--- config.mk ---
export PLATFORM = sky130hd
export DESIGN_NAME = nbg_ram
export DESIGN_NICKNAME = d
export VERILOG_FILES = /design/src/hw/rtl/nbg_ram.sv
export SDC_FILE = /design/constraint.sdc
export NUM_CORES = 2
export LEC_CHECK = 0
export ABC_AREA = 1
export BUFFER_PORTS_ARGS = -buffer_cell sky130_fd_sc_hd__buf_2
export CAP_MARGIN = 0
export CORE_MARGIN = 4
export CORE_UTILIZATION = 35
export DETAILED_ROUTE_END_ITERATION = 8
export PLACE_DENSITY = 0.6
export SETUP_SLACK_MARGIN = 0.5
export SLEW_MARGIN = 20
export SYNTH_ARGS = -nofsm -noshare
export SYNTH_HDL_FRONTEND = slang
export SYNTH_SLANG_ARGS = --single-unit
--- constraint.sdc ---
create_clock -name i_clk -period 23 [get_ports i_clk]
set_input_delay 0 -clock i_clk [delete_from_list [all_inputs] [get_ports i_clk]]
set_output_delay 0 -clock i_clk [all_outputs]
set_load 0.01 [all_outputs]
--- src/hw/rtl/nbg_ram.sv ---
// Generic single-write, single-read RAM with registered read data.
`timescale 1ns / 1ps
module nbg_ram #(
    parameter int WIDTH = 160,
    parameter int DEPTH = 16
) (
    input  logic                     i_clk,
    input  logic                     i_we,
    input  logic [$clog2(DEPTH)-1:0] i_waddr,
    input  logic [WIDTH-1:0]         i_wdata,
    input  logic [$clog2(DEPTH)-1:0] i_raddr,
    output logic [WIDTH-1:0]         o_rdata
);
    logic [WIDTH-1:0] r_mem [DEPTH];

    always_ff @(posedge i_clk) begin
        if (i_we) begin
            r_mem[i_waddr] <= i_wdata;
        end
        o_rdata <= r_mem[i_raddr];
    end
endmodule

==> flow_summary.toml <==
[floorplanning]
start_util_pct = 35.2
dieArea_sq_mm = 0.323
pin_count = 330
row_count = 205
die_x_um = 568
core-area_sq_mm = 0.312
die_y_um = 568

[drt]
wl_per_cell_um = 20.5
first_pass_iters = 8
dr.first_iter.drc_count = 7050
antenna_left = 0
totalWireLength_um = 299000
viasPerCell = 4.92
drc = 0
num_vias = 71700

[global_routing]
globalRouteTotalUtil_pct = 17.9
antenna_found_initial = 61
grt_max_degree = 265
grt_first_pass_wirelength_um = 442000
grt_pass1_vias = 69600
gr-total-overflow = 0

[job]
maxCapViolCount = 0

[finish]
fin_nets = 10300
fillers = 29200
drive_gt1_share_pct = 8.79
layout_commonest_cell = "nand2_1"
layout_common_cells = "3,507 x nand2_1, 2,560 x edfxtp_1, 1,836 x nand3_1, 1,078 x inv_1, 325 x buf_2"
register_area_sq_mm = 0.0801
syn2layout_area_growth_pct = 15.7
final_cells = 14600
multiInputGateArea_sq_mm = 0.0227

[yosys]
yosysSeqAreaShare_pct = 73.0
syn-cell-area_sq_mm = 0.110
synth_simple_gate_area_share_pct = 20.6
synth_xor_area_share_pct = 0
yosysTopAreaCell = "edfxtp_1"
syn_inst = 9723
synthAdderAreaFrac_pct = 0
synth_nets = 9893
synth_area_leaders = "edfxtp_1 70%, nand2_1 12%, nand3_1 8.4%, inv_1 3.7%, dfxtp_1 2.9%"
synth_top_area_share_pct = 70.1
synth_top_family_by_area = "simple AND/OR/NAND/NOR gates"
synth_warnings = 0
avgSynthCellArea_sq_um = 11.3
synthMuxAreaShare_pct = 0
ys_seq_elements = 2720
synth-compound-area-share_pct = 0
ys_types = 16

[sta]
fin_crit_sh_pct = 20.7
clock_skew_ps = 57.7
drv_slew = 0
maxSlewHeadroom_pct = 15.0
hold_ws_ps = 61.0
worst_pin_slew_ps = 1280
setup_tns_ps = 0
rsz0062_at_grt = "no"
min_period_ps = 4770
hold_viol = 0
fin_ws_ps = 18230
setup_violations = 0
fmaxAchievable_mhz = 210

[setup_path]
cp_max_fo = 119
crit_chain = "dlygate4sd3_1, buf_8, inv_8, buf_4, buf_4, buf_4, nand2_1, nand3_1, dlygate4sd3_1, nand2_1, dlygate4sd3_1"
worstPathRequired_ps = 23780
cpPeakStageDelay_ps = 870
path_buf_inv = 8
r2r-end = "o_rdata[133]"
critical_path_class = "in2reg"
rrSetupSlack_ps = 19860
endpoint_kind = "flop"
r2r-start = "r_mem[6][133]"
cp.arrival_ps = 5550
cp-endpoint = "o_rdata[133]"
ff2ff_path_depth = 10
cp_top_family = "buffers and inverters"
startpoint_type = "input port"
path_depth = 11
startpoint = "i_raddr[2]"
critical-path-slowest-cell = "buf_4"

[clocking]
cts_resized = 0
cts-htree-levels = 5
clk_pin_slew_ps = 60
cts-root-buf = "clkbuf_16"
cts_made_buffers = 298
cts_tree = "yes"
cts_buffer_depth = 4
clock_latency_ps = 890
clkSinkCount = 2720

[run_status]
status = "completed"

[placement]
place.gp.congestion = 0.764
io_buffers = 329
pre_cts_slack_ps = 18570
dpl.cell_count = 13800
post-dp-hpwl_um = 143000

[power_and_ir_drop]
vdd_drop_max_uv = 64.1
p_per_area_mw_per_mm2 = 86.5
leakage_nw = 50.6

[hold_path]
holdCritStartpoint = "i_wdata[83]"
hold_class = "in2reg"
area by class of cell:
cell class | instances | share of cell area [%]
clock inverters | 136 | 1.28
inverters | 1082 | 3.23
well taps | 4140 | 4.08
flip-flops and latches | 2720 | 63.1
multi-input cells | 5390 | 17.9
repair buffers | 666 | 3.99
diodes | 24 | 0.0473
clock buffers | 409 | 6.42
synth_stat cells (all sizes together):
cell type	instances
nand2	3507
edfxtp	2560
nand3	1836
inv	1081
buf	435
dfxtp	160
clkbuf	96
or2	28
nor2	17
nand3b	2
clkinv	1
flip-flops by register name, indices dropped and copies added (netlist names):
signal	cells
r_mem	2560
o_rdata	160
metrics by stage:
step	instance area (sq um)	power (mW)	util, %
after floorplan	110000	6.06	-
after detailed placement	115000	6.32	36.8
after global routing	127000	11.4	40.7
after CTS	127000	11.1	40.7
final	127000	11.0	40.7
after global placement	115000	6.31	36.8
where the power goes:
| group | internal [mW] | leakage [nW] | total (mW) | switching (mW) |
|---|---|---|---|---|
| clock | 2.74 | 4.72 | 4.74 | 2.00 |
| sequential | 5.54 | 24.5 | 5.59 | 0.0509 |
| combinational | 0.191 | 21.4 | 0.657 | 0.466 |
metal layers:
layer | share of wire, % | global-route usage (%)
met1 | 43 | 24.4
met2 | 47 | 29.5
met4 | 2.7 | 5.00
met3 | 7.0 | 2.80
met5 | 0.044 | 0
worst min path at each step:
stage	to	slack, ps	cells past startpoint
finish	r_mem[5][83]	60	2
global placement	r_mem[6][139]	370	1
detailed placement	r_mem[4][45]	380	1
floorplan	r_mem[0][0]	100	0
global route	r_mem[5][83]	20	2
CTS	r_mem[2][18]	0.8	2
repair_timing:
action                                 4_1_cts  5_1_grt
setup buffers                                0        0
hold buffers                               225        0
endpoints found under the hold margin     2693        0
logic make-up after synthesis:
family / after synthesis
buffers and inverters: 1613
flip-flops: 2720
AND/OR/NAND/NOR: 5390
Power figures use the tool's default switching activity.
