`src/hw/rtl/nbg_pkg.sv`:
```
// Shared types and constants for the n-body gravity acceleration block.
`timescale 1ns / 1ps
package nbg_pkg;

    localparam int POS_W   = 48;
    localparam int GM_W    = 64;
    localparam int ACC_W   = 64;
    localparam int SEP_W   = 49;   // signed separation
    localparam int MAG_W   = 49;   // separation magnitude
    localparam int SQ_W    = 97;   // one squared component
    localparam int SUM_W   = 98;   // squared distance
    localparam int ROOT_W  = 49;
    localparam int DEN_W   = 147;
    localparam int NUM_W   = 113;
    localparam int ACC_SHIFT = 74;
    localparam int MUL_A_W = 98;
    localparam int MUL_B_W = 64;
    localparam int MUL_P_W = MUL_A_W + MUL_B_W;
    localparam int WORD_W  = 2 * POS_W + GM_W;

    localparam int CFG_IDX_W = 2;
    localparam logic [CFG_IDX_W-1:0] CFG_SUN_GM = 2'd0;
    localparam logic [CFG_IDX_W-1:0] CFG_ACTIVE = 2'd1;

    localparam logic [63:0] SUN_GM_RESET = 64'd5460494900000000;
    localparam logic [4:0]  ACTIVE_RESET = 5'd9;

    localparam logic KIND_LOAD    = 1'b0;
    localparam logic KIND_COMPUTE = 1'b1;

    typedef struct packed {
        logic               kind;
        logic [3:0]         body_index;
        logic signed [47:0] pos_x;
        logic signed [47:0] pos_y;
        logic [63:0]        body_gm;
    } t_in;

    typedef struct packed {
        logic [3:0]         result_index;
        logic signed [63:0] accel_x;
        logic signed [63:0] accel_y;
        logic               saturated;
        logic               last;
    } t_out;

    typedef enum logic [3:0] {
        ST_IDLE, ST_RDI, ST_LDI, ST_KICK, ST_WAIT, ST_NEXTJ, ST_RDJ, ST_LDJ, ST_EMIT
    } t_state;

    typedef enum logic [2:0] {
        SP_SQX, SP_SQY, SP_ROOT, SP_DEN, SP_NUMX, SP_DIVX, SP_NUMY, SP_DIVY
    } t_step;

endpackage

```
`src/hw/rtl/nbg_mul.sv`:
```
// Iterative multiplier: one 8-bit digit of the B operand per cycle, MSB first.
`timescale 1ns / 1ps
module nbg_mul (
    input  logic                        i_clk,
    input  logic                        i_rst_n,
    input  logic                        i_start,
    input  logic [nbg_pkg::MUL_A_W-1:0] i_a,
    input  logic [nbg_pkg::MUL_B_W-1:0] i_b,
    output logic                        o_done,
    output logic [nbg_pkg::MUL_P_W-1:0] o_p
);
    logic [nbg_pkg::MUL_A_W-1:0] r_a;
    logic [nbg_pkg::MUL_B_W-1:0] r_b;
    logic [nbg_pkg::MUL_P_W-1:0] r_p;
    logic [2:0]                  r_cnt;
    logic                        r_busy;
    logic                        r_done;
    logic [nbg_pkg::MUL_A_W+7:0] n_part;

    assign n_part = r_a * r_b[nbg_pkg::MUL_B_W-1 -: 8];

    // control
    always_ff @(posedge i_clk) begin
        if (!i_rst_n) begin
            r_busy <= 1'b0;
            r_done <= 1'b0;
            r_cnt  <= '0;
        end else begin
            r_done <= 1'b0;
            if (i_start) begin
                r_busy <= 1'b1;
                r_cnt  <= '0;
            end else if (r_busy) begin
                r_cnt <= r_cnt + 3'd1;
                if (r_cnt == 3'd7) begin
                    r_busy <= 1'b0;
                    r_done <= 1'b1;
                end
            end
        end
    end

    // shift-and-add datapath
    always_ff @(posedge i_clk) begin
        if (i_start) begin
            r_a <= i_a;
            r_b <= i_b;
            r_p <= '0;
        end else if (r_busy) begin
            r_p <= {r_p[nbg_pkg::MUL_P_W-9:0], 8'd0}
                   + {{(nbg_pkg::MUL_P_W-nbg_pkg::MUL_A_W-8){1'b0}}, n_part};
            r_b <= {r_b[nbg_pkg::MUL_B_W-9:0], 8'd0};
        end
    end

    assign o_done = r_done;
    assign o_p    = r_p;
endmodule

```
`config.mk`:
```
export PLATFORM = sky130hd
export DESIGN_NAME = nbg_mul
export DESIGN_NICKNAME = d
export VERILOG_FILES = /design/src/hw/rtl/nbg_pkg.sv /design/src/hw/rtl/nbg_mul.sv
export SDC_FILE = /design/constraint.sdc
export NUM_CORES = 2
export LEC_CHECK = 0
export ABC_AREA = 0
export BUFFER_PORTS_ARGS = -buffer_cell sky130_fd_sc_hd__buf_2
export CAP_MARGIN = 20
export CORE_UTILIZATION = 55
export DETAILED_ROUTE_END_ITERATION = 12
export PLACE_DENSITY = 0.74
export SETUP_SLACK_MARGIN = 0.2
export SKIP_CTS_REPAIR_TIMING = 1
export SLEW_MARGIN = 20
export SYNTH_ARGS = -nofsm -noshare
export SYNTH_HDL_FRONTEND = slang
export SYNTH_SLANG_ARGS = --single-unit
```
`constraint.sdc`:
```
create_clock -name i_clk -period 8.4 [get_ports i_clk]
set_input_delay 0.84 -clock i_clk [delete_from_list [all_inputs] [get_ports i_clk]]
set_output_delay 0.84 -clock i_clk [all_outputs]
set_load 0.05 [all_outputs]
```
==> flow_summary.json <==
{
  "status": "complete, no violations",
  "cpPeakStageDelay_ps": 1080,
  "grt_max_degree": 118,
  "grt_usage": 0.3192,
  "coreArea_mm2": 0.07185,
  "row_count": 98,
  "die-width_um": 272.1,
  "hold_viol": 0,
  "area_delta_synth_final_pct": 9.958,
  "path_delay_family": "compound AO/OA/AOI/OAI gates",
  "path_cells": "buf_4 -> and2_1 -> fa_1 -> fa_1 -> fa_1 -> inv_1 -> fa_1 -> inv_1 -> ha_1 -> and3_1 -> and2_4 -> a221oi_1 -> a2111oi_4 -> o2111ai_1 -> a21oi_1 -> o311ai_1 -> a2111oi_0 -> xnor2_1 -> a211oi_1",
  "grt_pass1_vias": 32830,
  "drive_gt1_frac": 0.1182,
  "rrSetupSlack_ps": 1010,
  "synthAdderAreaFrac": 0.3781,
  "cts.sink_count": 329,
  "max-slew-margin-rel": 0.2447,
  "ys_ff_latch": 329,
  "die_y_um": 272.1,
  "root_buffer": "clkbuf_16",
  "grt_pass1_wl_um": 184300,
  "fillers": 6143,
  "avgSynthCellArea_um2": 9.432,
  "ys_seq_area_frac": 0.2045,
  "synth_top_cell_area_share": 0.3357,
  "path_max_fanout": 17,
  "ys.warnings.count": 0,
  "drcViolationCount": 0,
  "drv_cap": 0,
  "gp_congestion": 1.004,
  "timing.final.crit_share": 0.8796,
  "drt_first_pass_iters": 6,
  "first_iter_violations": 2724,
  "dpl.hpwl_um": 89900,
  "fin_nets": 5449,
  "synthFlopType": "dfxtp_1",
  "synth_area_mm2": 0.04013,
  "setup_violations": 0,
  "cpMaxStageDelayCell": "edfxtp_1",
  "antenna_found_initial": 4,
  "clock_skew_ps": 52.75,
  "worstPathRequired_ps": 8940,
  "worstSetupPathType": "reg2reg",
  "drt.antenna.violating_nets": 0,
  "cts_tree": "built",
  "cp.arrival_ps": 7920,
  "end_kind": "register",
  "min_period_ps": 7389,
  "num_vias": 31467,
  "path_common_cell": "fa_1",
  "start_util": 0.5585,
  "insertedDiodeCount": 0,
  "wire_per_inst_um": 21.04,
  "synthArstFlopShare": 0,
  "synth_top_family_by_area": "adder cells",
  "grt_overflow": 0,
  "max_clock_freq_mhz": 135.3,
  "fin_tns_setup_ps": 0,
  "synth.top_cells.by_area": "fa_1, edfxtp_1, and2_1",
  "synth_xor_area_frac": 0.03274,
  "fp.dieArea_mm2": 0.07405,
  "path_buf_inv": 3,
  "clkLatencyLatePin_ps": 630,
  "cts_buffer_depth": 3,
  "viasPerCell": 5.764,
  "wl_um": 114800,
  "hp-class": "in2reg",
  "tightestPinTransition_ps": 1133,
  "synth.net_count": 5229,
  "synth_area_leader_cell": "fa_1",
  "synth-simple-area-share": 0.1918,
  "cts_buffers": 42,
  "boundaryPins": 328,
  "path_clk_slew_ps": 70,
  "muxShareOfSynthArea": 0.03221,
  "synth_edf_count": 162,
  "drv_slew": 0,
  "rsz0062_at_grt": "false",
  "io_buffers": 327,
  "htreeDepth": 2,
  "syn_inst": 4255,
  "crit_path_start_kind": "register",
  "synth_compound_gate_area_share": 0.08352,
  "synth_cell_type_count": 75
}
==> placed cells by master, fill, tap and decap left out, drive strengths merged, types with 5 or more instances in the layout <==
master / n
fa: 673
inv: 631
and2: 590
nand2: 407
buf: 369
nor2: 215
a21oi: 177
dfxtp: 167
edfxtp: 162
ha: 136
o21ai: 135
xnor2: 106
nand4: 70
mux2i: 65
mux2: 57
nand3: 52
clkbuf: 45
xor2: 44
a211oi: 42
a21o: 41
nor3: 38
o21bai: 27
o22ai: 24
and3: 23
nor4: 22
a31oi: 16
or3: 16
clkinv: 13
o31ai: 12
nor2b: 11
or2: 11
o21a: 11
nand2b: 9
clkinvlp: 8
o211ai: 8
and4: 6
a211o: 6
bufinv: 6
or4: 5
nor4b: 5
==> layout make-up <==
cell class              instances  area [µm²]  area share
multi-input cells            3108       28840      0.6536
clock buffers                  45        1072     0.02430
clock inverters                33       440.4    0.009980
repair buffers                369        2024     0.04588
inverters                     625        2349     0.05322
flip-flops and latches        329        8212      0.1861
well taps                     950        1189     0.02694
==> metal layers <==
layer  global-route usage  part of all wire
met1               0.4259              0.41
met2               0.5183              0.47
met3              0.05686             0.077
met4               0.1264             0.043
met5                    0           0.00011
==> logic make-up after synthesis <==
| kind of cell | after synthesis |
|---|---|
| flip-flops | 329 |
| buffers and inverters | 818 |
| XOR/XNOR | 150 |
| multiplexers | 122 |
| AND/OR/NAND/NOR | 1485 |
| adder cells (fa/ha/maj) | 809 |
| AO/OA/AOI/OAI | 542 |
==> synth_stat cells, drive strengths merged (65+ instances only) <==
| cell type | count |
|---|---|
| fa | 673 |
| inv | 625 |
| and2 | 590 |
| nand2 | 407 |
| nor2 | 215 |
| a21oi | 177 |
| clkbuf | 176 |
| dfxtp | 167 |
| edfxtp | 162 |
| ha | 136 |
| o21ai | 135 |
| xnor2 | 106 |
| nand4 | 70 |
| mux2i | 65 |
==> path summary, 6_finish.rpt <==
path                            depth (start not counted)  endpoint      from
worst max register to register                         19  o_p[142]   r_b[60]
worst max-delay path                                   19  o_p[142]   r_b[60]
worst min-delay path                                    1   r_a[71]   i_a[71]
worst min register to register                          2  o_p[157]  o_p[157]
==> state kept, by name, summed over array words and instances (netlist names) <==
name / flops
r_b: 64
r_busy: 1
o_p: 162
o_done: 1
r_a: 98
r_cnt: 3
==> per-stage QoR <==
stage                       util  setup WS (ps)  hold slack [ps]  instance area, µm²  std cells
after floorplan                -           2199            464.7               40130       4255
after global placement    0.5931           1149            434.1               42620       5381
after detailed placement  0.5931           1172            445.9               42620       5381
after CTS                 0.6141           1135            366.1               44130       5459
after global routing      0.6141          756.1            380.9               44130       5459
final                     0.6141           1011            387.5               44130       5459
Power is left out: the tool's default activity adds up to more than one toggle a clock period on the data nets, which glitch-free logic cannot reach.
