## src/hw/rtl/nbg_pkg.sv

```systemverilog
// Shared types and constants for the n-body gravity acceleration block.
`timescale 1ns / 1ps
package nbg_pkg;

    localparam int POS_W   = 48;
    localparam int GM_W    = 64;
    localparam int ACC_W   = 64;
    localparam int SEP_W   = 49;   // signed separation
    localparam int MAG_W   = 49;   // separation magnitude
    localparam int SQ_W    = 97;   // one squared component
    localparam int SUM_W   = 98;   // squared distance
    localparam int ROOT_W  = 49;
    localparam int DEN_W   = 147;
    localparam int NUM_W   = 113;
    localparam int ACC_SHIFT = 74;
    localparam int MUL_A_W = 98;
    localparam int MUL_B_W = 64;
    localparam int MUL_P_W = MUL_A_W + MUL_B_W;
    localparam int WORD_W  = 2 * POS_W + GM_W;

    localparam int CFG_IDX_W = 2;
    localparam logic [CFG_IDX_W-1:0] CFG_SUN_GM = 2'd0;
    localparam logic [CFG_IDX_W-1:0] CFG_ACTIVE = 2'd1;

    localparam logic [63:0] SUN_GM_RESET = 64'd5460494900000000;
    localparam logic [4:0]  ACTIVE_RESET = 5'd9;

    localparam logic KIND_LOAD    = 1'b0;
    localparam logic KIND_COMPUTE = 1'b1;

    typedef struct packed {
        logic               kind;
        logic [3:0]         body_index;
        logic signed [47:0] pos_x;
        logic signed [47:0] pos_y;
        logic [63:0]        body_gm;
    } t_in;

    typedef struct packed {
        logic [3:0]         result_index;
        logic signed [63:0] accel_x;
        logic signed [63:0] accel_y;
        logic               saturated;
        logic               last;
    } t_out;

    typedef enum logic [3:0] {
        ST_IDLE, ST_RDI, ST_LDI, ST_KICK, ST_WAIT, ST_NEXTJ, ST_RDJ, ST_LDJ, ST_EMIT
    } t_state;

    typedef enum logic [2:0] {
        SP_SQX, SP_SQY, SP_ROOT, SP_DEN, SP_NUMX, SP_DIVX, SP_NUMY, SP_DIVY
    } t_step;

endpackage

```

## src/hw/rtl/nbg_sqrt.sv

```systemverilog
// Digit-by-digit integer square root, two radicand bits per cycle.
`timescale 1ns / 1ps
module nbg_sqrt (
    input  logic                       i_clk,
    input  logic                       i_rst_n,
    input  logic                       i_start,
    input  logic [nbg_pkg::SUM_W-1:0]  i_s,
    output logic                       o_done,
    output logic [nbg_pkg::ROOT_W-1:0] o_root
);
    logic [nbg_pkg::SUM_W-1:0]  r_s;
    logic [51:0]                r_rem;
    logic [nbg_pkg::ROOT_W-1:0] r_root;
    logic [5:0]                 r_cnt;
    logic                       r_busy;
    logic                       r_done;
    logic [51:0]                n_sh;
    logic [51:0]                n_trial;
    logic                       n_ge;

    assign n_sh    = {r_rem[49:0], r_s[nbg_pkg::SUM_W-1 -: 2]};
    assign n_trial = {1'b0, r_root, 2'b01};
    assign n_ge    = (n_sh >= n_trial);

    // control
    always_ff @(posedge i_clk) begin
        if (!i_rst_n) begin
            r_busy <= 1'b0;
            r_done <= 1'b0;
            r_cnt  <= '0;
        end else begin
            r_done <= 1'b0;
            if (i_start) begin
                r_busy <= 1'b1;
                r_cnt  <= '0;
            end else if (r_busy) begin
                r_cnt <= r_cnt + 6'd1;
                if (r_cnt == 6'(nbg_pkg::ROOT_W - 1)) begin
                    r_busy <= 1'b0;
                    r_done <= 1'b1;
                end
            end
        end
    end

    // one root bit per step
    always_ff @(posedge i_clk) begin
        if (i_start) begin
            r_s    <= i_s;
            r_rem  <= '0;
            r_root <= '0;
        end else if (r_busy) begin
            r_s    <= {r_s[nbg_pkg::SUM_W-3:0], 2'b00};
            r_rem  <= n_ge ? (n_sh - n_trial) : n_sh;
            r_root <= {r_root[nbg_pkg::ROOT_W-2:0], n_ge};
        end
    end

    assign o_done = r_done;
    assign o_root = r_root;
endmodule

```

## config.mk

```make
export PLATFORM = sky130hd
export DESIGN_NAME = nbg_sqrt
export DESIGN_NICKNAME = d
export VERILOG_FILES = /design/src/hw/rtl/nbg_pkg.sv /design/src/hw/rtl/nbg_sqrt.sv
export SDC_FILE = /design/constraint.sdc
export NUM_CORES = 1
export LEC_CHECK = 0
export ABC_AREA = 1
export BUFFER_PORTS_ARGS = -buffer_cell sky130_fd_sc_hd__buf_4
export CAP_MARGIN = 40
export CORE_ASPECT_RATIO = 1.75
export CORE_MARGIN = 5
export CORE_UTILIZATION = 23
export CTS_CLUSTER_SIZE = 40
export DETAILED_ROUTE_END_ITERATION = 16
export GPL_TIMING_DRIVEN = 0
export PLACE_DENSITY_LB_ADDON = 0.1
export REMOVE_ABC_BUFFERS = 1
export SLEW_MARGIN = 25
export SYNTH_ARGS = -nofsm -noshare
export SYNTH_HDL_FRONTEND = slang
export SYNTH_SLANG_ARGS = --single-unit
```

## constraint.sdc

```tcl
create_clock -name i_clk -period 6 [get_ports i_clk]
set_input_delay 0.6 -clock i_clk [delete_from_list [all_inputs] [get_ports i_clk]]
set_output_delay 0.6 -clock i_clk [all_outputs]
set_load 0.02 [all_outputs]
```

==> results of run 1 <==
## where the power goes
group / leakage, nW / switching [mW] / total (mW) / internal (mW)
clock: 0.330 / 0.612 / 1.33 / 0.722
sequential: 1.87 / 0.0868 / 1.71 / 1.62
combinational: 5.79 / 2.86 / 4.15 / 1.28
total: 8.00 / 3.56 / 7.19 / 3.63
## critical path, stage by stage, from the launching register on
cell and delay [ns]:
dfxtp_1 0.34, inv_1 0.08, ha_1 0.36, nand2_1 0.18, nor2_2 0.27, nand4_1 0.20
nor2_1 0.33, nand4_4 0.69, nand4_4 0.64, buf_16 0.22, buf_16 0.17, a21oi_1 0.07
o21ai_0 0.15, nand2_1 0.08
## placed cells by master, fill, tap and decap left out, drive strengths merged, types with 32 or more instances in the layout
cell / instances
nand4: 48
nand2: 801
dfxtp: 107
edfxtp: 98
o22ai: 48
nand3: 130
a21oi: 45
inv: 313
clkbuf: 32
buf: 161
ha: 53
nor2: 101
## synthesized netlist by cell type (5+ instances only)
library cell  count
a21oi_1          44
and2_1            5
buf_1            10
buf_4             8
clkbuf_1         40
dfxtp_1         107
edfxtp_1         98
ha_1             53
inv_1           307
nand2_1         800
nand3_1         130
nand4_1          46
nor2_1           92
nor2_2            7
nor3_1           15
o21ai_0          13
o21bai_1          5
o22ai_1          48
xor2_1           14
## area by class of cell
class / instances / area [um2]
Fill cell: 6231 / 39700
Multi-Input combinational cell: 1309 / 6180
Sequential cell: 205 / 5090
Timing Repair Buffer: 161 / 1390
Inverter: 313 / 1190
Tap cell: 696 / 871
Clock buffer: 32 / 621
Clock inverter: 10 / 52.6
## path summary, 6_finish.rpt
kind,end
setup / recovery,r_rem[11]
hold / removal,r_busy
setup reg to reg,r_rem[11]
hold reg to reg,r_rem[48]
## routing by layer
layer | share of wire [%] | GRT usage (%)
met1 | 34 | 14.6
met2 | 55 | 30.4
met3 | 4.6 | 2.84
met4 | 6.1 | 8.37
met5 | 0 | 0
## logic make-up (layout without fill, tap and decap cells)
kind of cell / Yosys count / in the layout / synth area share [%]
adders and majority gates: 53 / 53 / 5.22
and+or+nand+nor: 1115 / 1115 / 36.4
AOI/OAI and AO/OA: 123 / 123 / 5.65
DFF: 205 / 205 / 40.0
buffers and inverters: 375 / 516 / 11.4
xor gates and xnor gates: 18 / 18 / 1.24
## per-stage QoR
| stage | std cells | setup slack [ns] |
|---|---|---|
| floorplan | 1827 | 1.53 |
| global placement | 2673 | -3.10 |
| detailed placement | 2684 | 2.05 |
| CTS | 2726 | 1.99 |
| global route | 2726 | 1.90 |
| finish | 2726 | 2.07 |
## state kept, by name, summed over array words and instances (netlist names)
name,flops
r_cnt,6
r_busy,1
o_root,49
o_done,1
r_rem,50
r_s,98
==> results.ini, run 1 <==
[run_status]
status = finished clean

[worst_setup_path]
r2r_cells = 13
crit_start = o_root[4]
critical_path_arrival_ns = 4.35
required_ns = 6.42
crit_path_end_kind = flip-flop
reg2reg_from = o_root[4]
setup.worst_path.class = reg2reg
cp_max_fo = 36
r2r_slack_ns = 2.07
crit_path_start_kind = flip-flop

[power_and_ir_drop]
leakage_nw = 8.00
vdd_ir_drop_max_v = 0.000364
report.power.total_mw = 7.19
power_density_nw_per_um2 = 467

[route]
antenna_left = 0
post_drt_wl_per_cell_um = 17.3
vias_per_cell = 4.38
drt_iter0_drc = 434
firstDrtPassIters = 5
wirelength_um = 47300
routed-via-count = 11900
route.detailed.drc = 0

[place]
io_buffers = 150
place_congestion = 0.890
place_area_um2 = 14700
dp_hpwl_um = 37100

[floorplanning]
initial_utilization_pct = 23.1
coreArea_um2 = 55100
die_x_um = 188
rows = 114
io_pins = 151
die_h_um = 321
dieArea_um2 = 60200

[global_route]
grt_overflow = 0
grt_pass1_vias = 12400
grt_first_pass_wirelength_um = 71500
grt_max_degree = 88
grt_use_total_pct = 15.3
antenna_found_initial = 0

[timing]
maxSlewViolCount = 0
worstMarginPinSlew_ns = 0.807
fmax_ghz = 0.255
fin_crit_sh_pct = 65.5
rsz0062_at_grt = false
final-hold-violation-count = 0
finClkSkew_ns = 0.0210
final.setup.tns_ns = 0
relSlewSlack_pct = 46.1
whs_ns = 0.303
setup_violations = 0
layout_min_cycle_time_ns = 3.93

[yosys]
ys_warn_count = 0
synth_edf_count = 98
synth_area_leaders = nand2_1 (24%), edfxtp_1 (23%), dfxtp_1 (17%), inv_1 (9.1%), ha_1 (5.2%)
ys_ff_latch = 205
synth.distinct_cells = 41
syn_avg_cell_area_um2 = 6.72
ys.flop_type = dfxtp_1
synth.largest_area_cell = nand2_1
synth_top_area_share_pct = 23.6
async_reset_ff_share_pct = 0
syn_inst = 1889
yosysSeqAreaShare_pct = 40.0
synth.cell_area_um2 = 12700

[final_layout]
layout.nets = 2167
stdcell_area_um2 = 15400
diodes = 0
fin_util_pct = 27.9
areaGrowthSynthToFinish_pct = 21.1
layout-drive-gt1-share_pct = 10.8

[clocking]
clk_path_buf_depth = 3
cts_max_level = 1
post_cts_buffers = 0
root_buffer = clkbuf_16
cts_sinks = 205
cts_tree = done
numCtsBuffers = 23
ctsHoldBuffers = 0
clock_latency_ns = 0.55
clkSlewWorstSetupHoldPaths_ns = 0.06
ctsResizeCount = 0

[hold_path]
holdPathStages = 3
min_path_type = in2reg
min-delay-start = i_rst_n

[flow_run]
max_cap_viol_count = 0

No activity file was read; power rests on OpenSTA's default activity.
==> run 2, diff against run 1 <==
--- a/config.mk
+++ b/config.mk
@@ -5,7 +5,7 @@
 export SDC_FILE = /design/constraint.sdc
 export NUM_CORES = 1
 export LEC_CHECK = 0
-export ABC_AREA = 1
+export ABC_AREA = 0
 export BUFFER_PORTS_ARGS = -buffer_cell sky130_fd_sc_hd__buf_4
 export CAP_MARGIN = 40
 export CORE_ASPECT_RATIO = 1.75
==> constraint.sdc (replaced) <==
create_clock -name i_clk -period 3.8 [get_ports i_clk]
set_input_delay 0.38 -clock i_clk [delete_from_list [all_inputs] [get_ports i_clk]]
set_output_delay 0.38 -clock i_clk [all_outputs]
set_load 0.02 [all_outputs]
==> results.ini, run 2 <==
[run_status]
status = finished clean

[power_and_ir_drop]
vdd_ir_drop_max_v = 0.000521
report.power.total_mw = 11.3
leakage_nw = 5.73
power_density_nw_per_um2 = 788

[final_layout]
seq_area_um2 = 5090
layout.nets = 1442
final_common_cell = buf_4
stdcell_area_um2 = 14400
final_cell_mix = buf_4 (150), nor2_1 (143), dfxtp_1 (106)
num-fill-cells = 5371
fin_util_pct = 28.9
layout-drive-gt1-share_pct = 24.6
diodes = 0
stdcell_count = 1965
areaGrowthSynthToFinish_pct = 23.9
largest_register_ffs = 98
regMostFlops = r_s
multi_input_area_um2 = 5970

[yosys]
synth_edf_count = 98
async_reset_ff_share_pct = 0
ys_ff_latch = 205
synth.distinct_cells = 71
yosysSeqAreaShare_pct = 43.9
synth.cell_area_um2 = 11600
ys.flop_type = dfxtp_1
synth_top_area_share_pct = 25.4
synth_top_cells_by_count = nor2_1 (143), dfxtp_1 (107), mux2_2 (100)
ys_warn_count = 0
yosysMostFrequentCell = nor2_1
synth.largest_area_cell = edfxtp_1
syn_avg_cell_area_um2 = 9.94
syn_inst = 1165
synth_area_leaders = edfxtp_1 (25%), dfxtp_1 (18%), mux2_2 (9.7%), ha_1 (5.7%), mux2i_1 (5.2%)

[floorplanning]
coreArea_um2 = 49700
dieArea_um2 = 55100
io_pins = 151
die_x_um = 180
initial_utilization_pct = 23.3
die_h_um = 307
rows = 108

[clocking]
ctsHoldBuffers = 0
numCtsBuffers = 24
cts_tree = done
root_buffer = clkbuf_16
clock_latency_ns = 0.54
clk_path_buf_depth = 3
clkSlewWorstSetupHoldPaths_ns = 0.06
cts_sinks = 205
cts_max_level = 1

[place]
dp_cells = 1921
place_area_um2 = 13500
dp_hpwl_um = 26100
place_congestion = 0.815
io_buffers = 150

[route]
firstDrtPassIters = 4
routed-via-count = 8952
wirelength_um = 35000
vias_per_cell = 4.56
post_drt_wl_per_cell_um = 17.8
drt_iter0_drc = 286
route.detailed.drc = 0
antenna_left = 0

[timing]
rsz0062_at_grt = false
fmax_ghz = 0.287
whs_ns = 0.0572
final-hold-violation-count = 0
finClkSkew_ns = 0.0171
layout_min_cycle_time_ns = 3.49
maxSlewViolCount = 0
setup_violations = 0
relSlewSlack_pct = 51.6
worstMarginPinSlew_ns = 0.720
fin_crit_sh_pct = 91.8

[global_route]
grt_max_degree = 93
grt_first_pass_wirelength_um = 54300
grt_pass1_vias = 9531
antenna_found_initial = 0
grt_overflow = 0
grt_use_total_pct = 12.2

[worst_setup_path]
crit_path_end_kind = flip-flop
cp_cell_sequence = inv_1 -> ha_1 -> a21oi_1 -> a21oi_1 -> o21ai_0 -> o21bai_1 -> o21ai_1 -> a211o_1 -> o311ai_1 -> mux2_2 -> a211oi_1
cp_slowest_cell = o21ai_0
setup.worst_path.class = reg2reg
required_ns = 4.26
crit_top_cell = a21oi_1
crit_family = compound AO/OA/AOI/OAI gates
worst-path-buf-inv = 1
critical_path_arrival_ns = 3.95
crit_path_start_kind = flip-flop
critPathMaxStageDelay_ns = 0.50
cp_max_fo = 5

[hold_path]
min_path_type = in2reg

[flow_run]
max_cap_viol_count = 0

-- run 2: changes by cell type after synthesis, sizes merged, moves of 23 or more --
cell    before  now
nand2      801   76
a21oi       45   83
a21o         1   26
o22ai       48    3
a211oi       1   30
nand4       48   25
nor2       101  145
mux2         0  102
inv        311   73
nand3      130   11
mux2i        0   60
-- run 2: cell families after synthesis --
family,count (synthesis),share of synthesized area [%]
fa+ha+maj,53,5.72
buf+inv,137,4.77
compound gates,256,15.4
simple gates,313,12.2
flops,205,43.9
xor+xnor,39,2.95
mux,162,15.1
-- run 2: metal layers --
metal | wire, um | vias to the layer above | global-route usage, %
met5 | 0 | - | 0
met4 | 1200 | 0 | 4.29
met3 | 2330 | 54 | 3.69
met2 | 18600 | 192 | 23.5
met1 | 12900 | 4226 | 12.3
li1 | - | 4480 | -
-- run 2: stage by stage --
stage	setup WS [ns]	setup TNS, ns
finish	0.310	0
global route	0.0382	0
CTS	0.0912	0
detailed placement	-0.156	-0.156
global placement	-8.09	-1047.43
floorplan	-3.58	-393.43
-- run 2: timing repair --
item	CTS	global route
endpoints found under the setup margin	1	2
buffers inserted	1	0
hold endpoints to repair	0	0
pin swaps	1	0
gates resized for setup	1	2
-- run 2: final timing paths --
kind | from | to | slack, ns | cells after the start
setup / recovery | o_root[20] | r_rem[49] | 0.31 | 11
setup reg to reg | o_root[20] | r_rem[49] | 0.31 | 11
hold reg to reg | r_cnt[5] | r_cnt[5] | 0.49 | 2
hold / removal | i_rst_n | r_busy | 0.06 | 2
-- run 2: cell type report --
type,instances,area share [%]
inverters,73,1.91
flip-flops and latches,205,35.5
clock buffers,40,5.09
well taps,660,5.75
multi-input cells,823,41.6
repair buffers,161,9.71
clock inverters,3,0.453
-- run 2: power breakdown --
group	switching, mW	leakage (nW)	internal, mW
combinational	3.59	3.48	2.49
clock	0.966	0.388	1.44
sequential	0.192	1.86	2.63
