`src/hw/rtl/nbg_pkg.sv`:
```
// Shared types and constants for the n-body gravity acceleration block.
`timescale 1ns / 1ps
package nbg_pkg;

    localparam int POS_W   = 48;
    localparam int GM_W    = 64;
    localparam int ACC_W   = 64;
    localparam int SEP_W   = 49;   // signed separation
    localparam int MAG_W   = 49;   // separation magnitude
    localparam int SQ_W    = 97;   // one squared component
    localparam int SUM_W   = 98;   // squared distance
    localparam int ROOT_W  = 49;
    localparam int DEN_W   = 147;
    localparam int NUM_W   = 113;
    localparam int ACC_SHIFT = 74;
    localparam int MUL_A_W = 98;
    localparam int MUL_B_W = 64;
    localparam int MUL_P_W = MUL_A_W + MUL_B_W;
    localparam int WORD_W  = 2 * POS_W + GM_W;

    localparam int CFG_IDX_W = 2;
    localparam logic [CFG_IDX_W-1:0] CFG_SUN_GM = 2'd0;
    localparam logic [CFG_IDX_W-1:0] CFG_ACTIVE = 2'd1;

    localparam logic [63:0] SUN_GM_RESET = 64'd5460494900000000;
    localparam logic [4:0]  ACTIVE_RESET = 5'd9;

    localparam logic KIND_LOAD    = 1'b0;
    localparam logic KIND_COMPUTE = 1'b1;

    typedef struct packed {
        logic               kind;
        logic [3:0]         body_index;
        logic signed [47:0] pos_x;
        logic signed [47:0] pos_y;
        logic [63:0]        body_gm;
    } t_in;

    typedef struct packed {
        logic [3:0]         result_index;
        logic signed [63:0] accel_x;
        logic signed [63:0] accel_y;
        logic               saturated;
        logic               last;
    } t_out;

    typedef enum logic [3:0] {
        ST_IDLE, ST_RDI, ST_LDI, ST_KICK, ST_WAIT, ST_NEXTJ, ST_RDJ, ST_LDJ, ST_EMIT
    } t_state;

    typedef enum logic [2:0] {
        SP_SQX, SP_SQY, SP_ROOT, SP_DEN, SP_NUMX, SP_DIVX, SP_NUMY, SP_DIVY
    } t_step;

endpackage

```
`src/hw/rtl/nbg_div.sv`:
```
// Restoring divider: floor(num*2^74/den), clipped to 2^63-1 with a flag.
`timescale 1ns / 1ps
module nbg_div (
    input  logic                      i_clk,
    input  logic                      i_rst_n,
    input  logic                      i_start,
    input  logic [nbg_pkg::NUM_W-1:0] i_num,
    input  logic [nbg_pkg::DEN_W-1:0] i_den,
    output logic                      o_done,
    output logic [63:0]               o_q,
    output logic                      o_sat
);
    localparam int RW = nbg_pkg::NUM_W + nbg_pkg::ACC_SHIFT;   // 187
    localparam int DW = nbg_pkg::DEN_W + 63;                  // 210

    logic [RW-1:0] r_rem;
    logic [DW-1:0] r_d;
    logic [62:0]   r_q;
    logic [5:0]    r_cnt;
    logic          r_busy;
    logic          r_done;
    logic          r_sat;
    logic          n_ge;

    assign n_ge = ({{(DW-RW){1'b0}}, r_rem} >= r_d);

    // control: step 0 is the overflow test, then 63 quotient bits
    always_ff @(posedge i_clk) begin
        if (!i_rst_n) begin
            r_busy <= 1'b0;
            r_done <= 1'b0;
            r_cnt  <= '0;
            r_sat  <= 1'b0;
        end else begin
            r_done <= 1'b0;
            if (i_start) begin
                r_busy <= 1'b1;
                r_cnt  <= '0;
                r_sat  <= 1'b0;
            end else if (r_busy) begin
                r_cnt <= r_cnt + 6'd1;
                if (r_cnt == 6'd0 && n_ge) begin
                    r_sat  <= 1'b1;
                    r_busy <= 1'b0;
                    r_done <= 1'b1;
                end else if (r_cnt == 6'd63) begin
                    r_busy <= 1'b0;
                    r_done <= 1'b1;
                end
            end
        end
    end

    // shift-subtract datapath
    always_ff @(posedge i_clk) begin
        if (i_start) begin
            r_rem <= {i_num, {nbg_pkg::ACC_SHIFT{1'b0}}};
            r_d   <= {i_den, 63'd0};
            r_q   <= '0;
        end else if (r_busy) begin
            r_d <= {1'b0, r_d[DW-1:1]};
            if (r_cnt != 6'd0) begin
                if (n_ge) begin
                    r_rem <= r_rem - r_d[RW-1:0];
                end
                r_q <= {r_q[61:0], n_ge};
            end
        end
    end

    assign o_done = r_done;
    assign o_sat  = r_sat;
    assign o_q    = r_sat ? 64'h7FFF_FFFF_FFFF_FFFF : {1'b0, r_q};
endmodule

```
`config.mk`:
```
export PLATFORM = sky130hd
export DESIGN_NAME = nbg_div
export DESIGN_NICKNAME = d
export VERILOG_FILES = /design/src/hw/rtl/nbg_pkg.sv /design/src/hw/rtl/nbg_div.sv
export SDC_FILE = /design/constraint.sdc
export NUM_CORES = 1
export LEC_CHECK = 0
export BUFFER_PORTS_ARGS = -buffer_cell sky130_fd_sc_hd__buf_2
export CAP_MARGIN = 30
export CELL_PAD_IN_SITES_DETAIL_PLACEMENT = 1
export CELL_PAD_IN_SITES_GLOBAL_PLACEMENT = 1
export CORE_MARGIN = 10
export CORE_UTILIZATION = 45
export DETAILED_ROUTE_END_ITERATION = 6
export PLACE_DENSITY_LB_ADDON = 0.3
export SKIP_LAST_GASP = 1
export SYNTH_ARGS = -nofsm -noshare
export SYNTH_HDL_FRONTEND = slang
export SYNTH_SLANG_ARGS = --single-unit
```
`constraint.sdc`:
```
create_clock -name i_clk -period 6.7 [get_ports i_clk]
set_input_delay 0.67 -clock i_clk [delete_from_list [all_inputs] [get_ports i_clk]]
set_output_delay 0.67 -clock i_clk [all_outputs]
set_load 0.02 [all_outputs]
```
==> run_results.csv, run 1 <==
group,metric,value,unit
power_and_ir_drop,power,8.10,mW
place,portBuffers,327,
setup_path,path_cells,"or4_1 > nor4_1 > and4_1 > nand4b_1 > nor4_1 > a21o_1 > a22oi_2 > nand2b_4 > buf_4",
global_route,first_global_vias,32000,
routing,drcViolationCount,0,
global_route,grt_pass1_wl,186000,microns
final_layout,fillers,8957,
clocking,cts_tree,"built",
global_route,met1_usage,35.8,%
setup_path,critPathMostFrequentCell,"nor4_1",
sta,clock.fmax,187,MHz
clocking,cts_htree_levels,2,
routing,vias,31300,
power_and_ir_drop,worst_ir_drop_vdd,0.000192,V
setup_path,cpMaxStageDelayCell,"buf_4",
routing,post_drt_wl_per_cell,22.9,microns
synth,synth-main-ff-cell,"edfxtp_1",
clocking,cts_resized,0,
power_and_ir_drop,power_switching_share,31.7,%
die,die_area,84200,sq um
sta,slew_headroom,23.7,%
clocking,cts.clk_slew.worst_paths,60,ps
global_route,grt_overflow_total,0,
synth,synth-edff-count,260,
power_and_ir_drop,p_seq_share,39.9,%
global_route,track_usage,27.3,%
setup_path,critical_path_required,6950,ps
final_layout,area_growth,12.0,%
setup_path,crit_path_end_kind,"flip-flop",
global_route,grt_antenna_before_repair,4,
routing,routed_wl,121000,microns
sta,slew_violations,0,
power_and_ir_drop,p_clk_share,38.1,%
status,status,"complete, no violations",
sta,tns,0,ps
power_and_ir_drop,internal-power,5.54,mW
setup_path,critPathLaunchType,"flip-flop",
synth,syn_nets,4571,
final_layout,layout_commonest_cell,"nand2_1",
sta,setup_viol_count_final,0,
synth,seq_area_frac_synth,36.5,%
die,dieWidth,290,microns
synth,ys_top_cells_by_area,"edfxtp_1, dfxtp_1, nand2_1",
global_route,grt_max_degree,221,
die,core_area,72700,sq um
die,io_pins,329,
final_layout,utilization,50.6,%
sta,rsz0062_at_grt,"no",
clocking,cts_hold_buf,0,
synth,synth_cell_types,94,
synth,yosys.area.top_type_share,23.8,%
sta,fin_crit_sh,79.7,%
final_layout,drive_gt1_share,12.8,%
flow_run,cap_violations,0,
clocking,cts_buffers,55,
synth,netlist_area,32900,sq um
setup_path,crit_arrival,5600,ps
power_and_ir_drop,power.leakage,15.4,nW
setup_path,worstSetupPathType,"flip-flop to flip-flop",
routing,vias_per_cell,5.91,
sta,clock_skew,20.0,ps
sta,hold_viol_final,0,
setup_path,cp_max_fo,58,
clocking,post-cts-setup-buffers,0,
power_and_ir_drop,combinationalPowerShare,22.0,%
power_and_ir_drop,p_switching,2.57,mW
setup_path,r2r_slack,1360,ps
die,die_height,290,microns
power_and_ir_drop,cellPowerDensity,220,nW/um^2
routing,drtIter0Drc,2549,
final_layout,final_cell_mix,"nand2_1, a21oi_1, buf_2",
clocking,cts.sink_count,469,
synth,yosys.area.top_type,"edfxtp_1",
synth,yosysWarnings,0,
clocking,clk_latency,650,ps
global_route,met2_usage,45.8,%
synth,async_reset_ff_share,0,%
place,routabilityCongestion,0.952,
min_path,min_path_type,"input pin to flip-flop",
clocking,clock-root-buffer,"clkbuf_16",
routing,drt_first_pass_iters,7,
place,dpl.hpwl,93400,microns
synth,synthCells,4118,
clocking,clk_path_buf_depth,3,
sta,worst_slew_pin_slew,1130,ps
synth,postSynthAreaPerCell,7.98,sq um
global_route,grt_busiest_layer,"met2",
die,std_cell_rows,99,
routing,ant_nets,0,
global_route,met3_usage,3.75,%
sta,min_period,5340,ps
setup_path,critPathMaxStageDelay,850,ps
die,initial_utilization,45.2,%
final_layout,finalNetCount,4739,
synth,ys_ff_latch,469,
cells in the mapped netlist, drive strengths merged (3+ instances only):
cell type    n
a211o        5
a221oi       8
nand4b       3
o21ai      285
ha         189
nand2      781
a21oi      468
edfxtp     260
a21o        55
buf         60
o31ai      184
or4          5
a41oi        4
xnor2      118
a31oi       16
mux2i       66
nand4      108
nor2       267
dfxtp      209
o31a         4
a31o         6
o21a        33
o221ai       5
o21bai      81
xor2        65
nor4        24
clkbuf     177
o2111ai      3
nor3        47
and2        13
inv        272
a21boi      22
nand3       43
o211ai      13
or2         74
and3         9
nor3b        3
nand2b      15
and4        21
a22oi        3
o41ai        3
or3         15
a211oi      31
nor2b       21
worst max-delay path, delay by kind of cell, from the launching register on:
kind / cells / cell delay, ps
flip-flops: 1 / 390
buffers and inverters: 1 / 850
AND/OR/NAND/NOR: 6 / 3300
AO/OA/AOI/OAI: 2 / 350
sequential cells by signal, indices dropped and copies added, names as in the netlist:
signal and flops:
r_d 210, r_rem 187, r_q 63, r_cnt 6
o_done 1, o_sat 1, r_busy 1
metrics by stage:
stage	cell area, sq um	cells	hold WS [ps]	setup WS [ps]
6_report	36800	5294	273	1360
5_1_grt	36800	5294	296	1250
4_1_cts	36800	5291	239	1460
3_5_place_dp	34900	5188	451	1500
3_3_place_gp	34900	5187	443	1600
2_1_floorplan	32900	4118	432	861
power groups by stage:
stage / logic (mW) / registers (mW) / clock network (mW)
after floorplan: 1.18 / 3.27 / 0
after global placement: 1.72 / 3.28 / 0
after detailed placement: 1.74 / 3.29 / 0
after CTS: 1.75 / 3.23 / 3.14
after global routing: 1.93 / 3.24 / 3.24
final: 1.78 / 3.23 / 3.09
metal layers:
metal	wire (microns)	vias up
met5	7	-
met4	4060	2
met3	6840	207
met2	57500	856
met1	52800	15300
li1	-	14900
final timing paths:
check / cells after the start / start / to
hold reg to reg: 2 / r_rem[21]$_SDFFE_PP0P_ / r_rem[21]$_SDFFE_PP0P_
setup / recovery: 9 / r_d[189]$_DFFE_PP_ / r_rem[158]$_DFFE_PP_
setup reg to reg: 9 / r_d[189]$_DFFE_PP_ / r_rem[158]$_DFFE_PP_
hold / removal: 2 / i_rst_n / r_busy$_SDFF_PN0_
area by class of cell:
| type | count | area (sq um) | area share (%) |
|---|---|---|---|
| diodes | 3 | 7.51 | 0.0204 |
| well taps | 959 | 1200 | 3.26 |
| multi-input cells | 3140 | 18900 | 51.3 |
| clock inverters | 32 | 354 | 0.962 |
| inverters | 272 | 1020 | 2.78 |
| flip-flops and latches | 469 | 12000 | 32.6 |
| repair buffers | 348 | 1850 | 5.03 |
| clock buffers | 71 | 1490 | 4.04 |
cell families after synthesis:
kind of cell	after synthesis	synth area share (%)
muxes	67	2.05
xor gates and xnor gates	183	4.88
other	1	0.0114
buffers and inverters	509	6.14
adders and majority gates	190	7.26
DFF	469	36.5
and+or+nand+nor	1454	19.8
AOI/OAI and AO/OA	1245	23.4
No activity file was read; power rests on OpenSTA's default activity.
==> inputs of run 2 (changes only) <==
CORE_UTILIZATION = 41   (was 45)
clock period = 4.9 ns   (was 6.7 ns; I/O delays follow)
==> run 2 against run 1 <==
Compared with the run above:
- first-iteration DRC count is 19% lower
- global-route usage is 2.1 points lower
- combinational power is 40% higher
- largest cell class unchanged
- non-clock buffer count is 53 higher
==> run_results.csv, run 2 (synthesis results as in run 1) <==
group,metric,value,unit
status,status,"complete, no violations",
power_and_ir_drop,p_switching,3.54,mW
die,std_cell_rows,103,
sta,rsz0062_at_grt,"no",
routing,ant_nets,0,
routing,drtIter0Drc,2067,
power_and_ir_drop,p_seq_share,39.4,%
clocking,cts_hold_buf,0,
die,initial_utilization,41.5,%
clocking,cts.sink_count,469,
clocking,clock-root-buffer,"clkbuf_16",
setup_path,cpMaxStageDelayCell,"a21boi_1",
power_and_ir_drop,worst_ir_drop_vdd,0.000284,V
sta,slew_violations,0,
sta,hold-worst-slack,72.8,ps
final_layout,final_cell_mix,"nand2_1, a21oi_1, buf_2",
setup_path,cp_max_fo,34,
setup_path,critPathMaxStageDelay,550,ps
final_layout,largest_reg_flops,210,
routing,drt_first_pass_iters,7,
final_layout,n_antenna_cell,0,
clocking,cts_buffers,56,
place,portBuffers,327,
power_and_ir_drop,power.leakage,15.7,nW
sta,fin_crit_sh,93.1,%
setup_path,cp_top_family,"compound AO/OA/AOI/OAI gates",
clocking,cts.clk_slew.worst_paths,60,ps
clocking,post-cts-setup-buffers,0,
final_layout,finalNetCount,4793,
die,io_pins,329,
setup_path,crit_arrival,4940,ps
setup_path,worstReg2RegStart,"r_rem[79]$_DFFE_PP_",
sta,hold_viol_final,0,
clocking,cts_tree,"built",
global_route,grt_overflow_total,0,
min_path,hold_depth,2,
power_and_ir_drop,internal-power,7.64,mW
routing,vias_per_cell,5.76,
clocking,cts_resized,0,
sta,worst_slew_pin_slew,1040,ps
setup_path,critPathBufInv,1,
sta,clock.fmax,219,MHz
setup_path,reg2reg_to,"r_rem[86]$_DFFE_PP_",
setup_path,crit_path_end_kind,"flip-flop",
setup_path,critical_path_required,5280,ps
routing,routed_wl,121000,microns
sta,clock_skew,27.0,ps
flow_run,cap_violations,0,
setup_path,r2r_slack,340,ps
sta,tns,0,ps
final_layout,layout_commonest_cell,"nand2_1",
routing,drcViolationCount,0,
global_route,grt_pass1_wl,185000,microns
power_and_ir_drop,combinationalPowerShare,22.4,%
final_layout,drive_gt1_share,13.9,%
global_route,grt_antenna_before_repair,0,
min_path,min_from,"i_rst_n",
setup_path,path_cells,"ha_1 > a21o_1 > a21o_1 > a21oi_1 > a21boi_1 > nor3_1 > or3_1 > o21bai_1 > or2_4 > a22oi_2 > or2_2 > buf_12 > o21ai_0",
place,routabilityCongestion,0.971,
sta,slew_headroom,30.2,%
die,die_height,303,microns
min_path,min_path_type,"input pin to flip-flop",
clocking,clk_latency,650,ps
routing,post_drt_wl_per_cell,22.3,microns
global_route,first_global_vias,32300,
global_route,grt_max_degree,182,
power_and_ir_drop,power_switching_share,31.6,%
clocking,cts_htree_levels,2,
die,die_area,91900,sq um
sta,setup_viol_count_final,0,
clocking,clk_path_buf_depth,3,
global_route,track_usage,25.3,%
setup_path,critPathMostFrequentCell,"a21o_1",
final_layout,area_growth,13.8,%
setup_path,worstSetupPathType,"flip-flop to flip-flop",
setup_path,reg2reg_depth,13,
die,core_area,79300,sq um
final_layout,reg_top3,"r_d x210, r_rem x187, r_q x63",
sta,min_period,4560,ps
die,dieWidth,303,microns
final_layout,fillers,9705,
setup_path,critPathLaunchType,"flip-flop",
place,dpl.hpwl,94200,microns
min_path,holdPathEnd,"r_busy$_SDFF_PN0_",
power_and_ir_drop,p_clk_share,38.2,%
final_layout,top_register,"r_d",
routing,vias,31300,
power_and_ir_drop,cellPowerDensity,299,nW/um^2
-- run 2: changes by cell type in the layout (fill, tap and decap cells not counted), sizes merged --
cell,delta
bufinv,-1
clkinv,-6
buf,+53
clkbuf,+5
inv,+2
diode,-3
-- run 2: cell type report --
class	count	area (sq um)	area share, %
timing repair buffer	401	2340	6.26
clock inverter	27	300	0.803
inverter	272	1020	2.74
sequential	469	12000	32.1
multi-input combinational	3140	18900	50.5
clock buffer	76	1550	4.14
tap	1050	1310	3.51
-- run 2: power by group through the flow --
stage | clock network, mW | logic [mW] | registers [mW]
2_1_floorplan | 0 | 1.61 | 4.47
3_3_place_gp | 0 | 2.42 | 4.48
3_5_place_dp | 0 | 2.45 | 4.49
4_1_cts | 4.35 | 2.47 | 4.40
5_1_grt | 4.50 | 2.72 | 4.42
6_report | 4.28 | 2.50 | 4.41
-- run 2: worst max path at each step --
stage / startpoint / end / slack [ps] / cells after the start
after floorplan: r_rem[0]$_SDFFE_PP0P_ / r_rem[100]$_DFFE_PP_ / 230 / 15
final: r_rem[79]$_DFFE_PP_ / r_rem[86]$_DFFE_PP_ / 340 / 13
after detailed placement: r_rem[79]$_DFFE_PP_ / r_rem[81]$_DFFE_PP_ / 400 / 13
after CTS: r_rem[79]$_DFFE_PP_ / r_rem[81]$_DFFE_PP_ / 410 / 13
after global placement: r_d[79]$_DFFE_PP_ / r_rem[88]$_DFFE_PP_ / 560 / 14
after global routing: r_d[101]$_DFFE_PP_ / r_rem[185]$_DFFE_PP_ / 160 / 16
-- run 2: stage by stage --
step / setup WS (ps) / utilization, % / instances / power (mW) / instance area [sq um]
3_5_place_dp: 404 / 44.9 / 5332 / 6.94 / 35600
6_report: 339 / 47.2 / 5435 / 11.2 / 37400
2_1_floorplan: 233 / - / 4118 / 6.09 / 32900
5_1_grt: 157 / 47.2 / 5435 / 11.6 / 37400
3_3_place_gp: 561 / 44.9 / 5332 / 6.90 / 35600
4_1_cts: 411 / 47.2 / 5435 / 11.2 / 37400
-- run 2: metal layers --
metal	GRT usage [%]	wire (microns)	vias up
met5	0	0	-
li1	-	-	15000
met1	32.7	53400	15300
met4	8.14	3860	0
met3	3.36	6170	203
met2	43.0	58000	754
==> inputs of run 3 (changes only) <==
CORE_ASPECT_RATIO = 1.1   (was unset)
CORE_UTILIZATION = 45   (was 41)
clock period = 5 ns   (was 4.9 ns; I/O delays follow)
==> run 3 against run 2 <==
Compared with the run above:
- sequential share of layout area up 0.19 points
- cell count decreased by 2.1%
- cell area is 0.59% lower
- maximum frequency decreased by 3.7%
- clock power is 2% lower
- combinational power shrank 3%
- highest routed layer unchanged
- utilization increased by 4.4 points
- count of clock-buffer cells in the layout decreased by 9
- critical path depth did not move
- worst setup slack got worse by 74 ps
- worst hold slack gained 1.8 ps
==> run_results.csv, run 3 (synthesis results as in run 1) <==
group,metric,value,unit
place,routabilityCongestion,0.967,
final_layout,drive_gt1_share,13.7,%
die,die_height,303,microns
final_layout,top_register,"r_d",
routing,vias_per_cell,5.89,
power_and_ir_drop,cellPowerDensity,295,nW/um^2
final_layout,final_cell_mix,"nand2_1, a21oi_1, buf_2",
place,dpl.hpwl,94300,microns
sta,min_period,4740,ps
clocking,cts_tree,"built",
setup_path,r2r_slack,260,ps
min_path,hold_depth,2,
sta,setup_viol_count_final,0,
global_route,grt_pass1_wl,186000,microns
routing,wl_met2,60100,microns
sta,clock.fmax,211,MHz
global_route,grt_antenna_before_repair,3,
clocking,clk_path_buf_depth,3,
final_layout,area_growth,13.2,%
global_route,grt_overflow_total,0,
sta,clock_skew,60.9,ps
flow_run,cap_violations,0,
routing,wl_met3,6910,microns
global_route,track_usage,27.5,%
die,initial_utilization,45.6,%
sta,worst_slew_pin_slew,1050,ps
die,dieWidth,278,microns
setup_path,crit_path_end_kind,"flip-flop",
die,std_cell_rows,103,
routing,topRoutingLayerUsed,"met4",
clocking,cts_resized,0,
power_and_ir_drop,power.leakage,15.6,nW
sta,rsz0062_at_grt,"no",
final_layout,finalNetCount,4782,
global_route,first_global_vias,32700,
global_route,grt_max_degree,205,
sta,fin_crit_sh,94.7,%
status,status,"complete, no violations",
setup_path,reg2reg_depth,13,
clocking,cts.sink_count,469,
clocking,cts.clk_slew.worst_paths,60,ps
sta,setup_ws,264,ps
power_and_ir_drop,worst_ir_drop_vdd,0.000237,V
clocking,clk_latency,660,ps
final_layout,layout_commonest_cell,"nand2_1",
clocking,clock-root-buffer,"clkbuf_16",
place,place_ws,385,ps
sta,hold_viol_final,0,
clocking,post-cts-setup-buffers,0,
setup_path,worstSetupPathType,"flip-flop to flip-flop",
setup_path,crit_arrival,5070,ps
final_layout,utilization,51.6,%
clocking,cts_htree_levels,2,
routing,post_drt_wl_per_cell,22.9,microns
setup_path,cp_max_fo,32,
sta,tns,0,ps
die,core_area,72000,sq um
routing,drt-met1-wl,49700,microns
routing,ant_nets,0,
sta,slew_headroom,30.0,%
sta,slew_violations,0,
die,die_area,84200,sq um
final_layout,largest_reg_flops,210,
min_path,min_path_type,"input pin to flip-flop",
setup_path,critical_path_required,5330,ps
final_layout,reg_top3,"r_d x210, r_rem x187, r_q x63",
clocking,cts_hold_buf,0,
routing,routed_wl,122000,microns
routing,drt_first_pass_iters,5,
place,portBuffers,327,
routing,drtIter0Drc,2203,
die,io_pins,329,
routing,vias,31400,
routing,drcViolationCount,0,
setup_path,critPathLaunchType,"flip-flop",
clocking,cts_buffers,54,
power_and_ir_drop,power,11.0,mW
-- run 3: cell types whose count changed in the layout (fill, tap and decap cells not counted), sizes merged --
cell	previous run	this run
inv	274	273
clkinv	19	24
diode	0	3
buf	401	392
clkinvlp	2	3
clkbuf	76	67
bufinv	4	6
-- run 3: layout make-up --
class                   instances  area (sq um)
fillers                      8867         34900
multi-input cells            3140         18900
flip-flops and latches        469         12000
repair buffers                392          2220
clock buffers                  67          1470
well taps                     945          1180
inverters                     272          1020
clock inverters                34           397
diodes                          3          7.51
-- run 3: power by group --
| part | total [mW] | switching, mW | internal [mW] | leakage (nW) |
|---|---|---|---|---|
| clock | 4.20 | 1.78 | 2.42 | 0.905 |
| combinational | 2.43 | 1.60 | 0.827 | 10.3 |
| sequential | 4.33 | 0.0662 | 4.26 | 4.41 |
| total | 11.0 | 3.45 | 7.51 | 15.6 |
-- run 3: final timing paths --
path,start,endpoint
worst max-delay path,r_rem[121]$_DFFE_PP_,r_rem[88]$_DFFE_PP_
worst min-delay path,i_rst_n,r_busy$_SDFF_PN0_
worst max register to register,r_rem[121]$_DFFE_PP_,r_rem[88]$_DFFE_PP_
worst min register to register,r_rem[47]$_SDFFE_PP0P_,r_rem[47]$_SDFFE_PP0P_
-- run 3: through the flow --
step                hold WS (ps)  std cells  instance area (sq um)
finish                      74.6       5322                  37200
detailed placement           450       5218                  35300
floorplan                    432       4118                  32900
CTS                         58.2       5319                  37200
global placement             443       5218                  35300
global route                69.5       5321                  37200
-- run 3: critical path, stage by stage (launching register included) --
cell and delay, ps:
edfxtp_1 370, ha_1 420, a21oi_1 230, o21ai_0 230, a21oi_1 490, o21ai_0 240
a211o_1 360, a211oi_1 280, o21bai_1 180, or2_4 320, a22oi_2 470, or2_2 220
buf_4 420, o21ai_0 180
-- run 3: metal layers --
layer,GRT usage [%],vias to the layer above
met3,4.58,248
met4,11.6,0
met1,33.0,15300
met5,0,-
met2,48.2,866
li1,-,15000
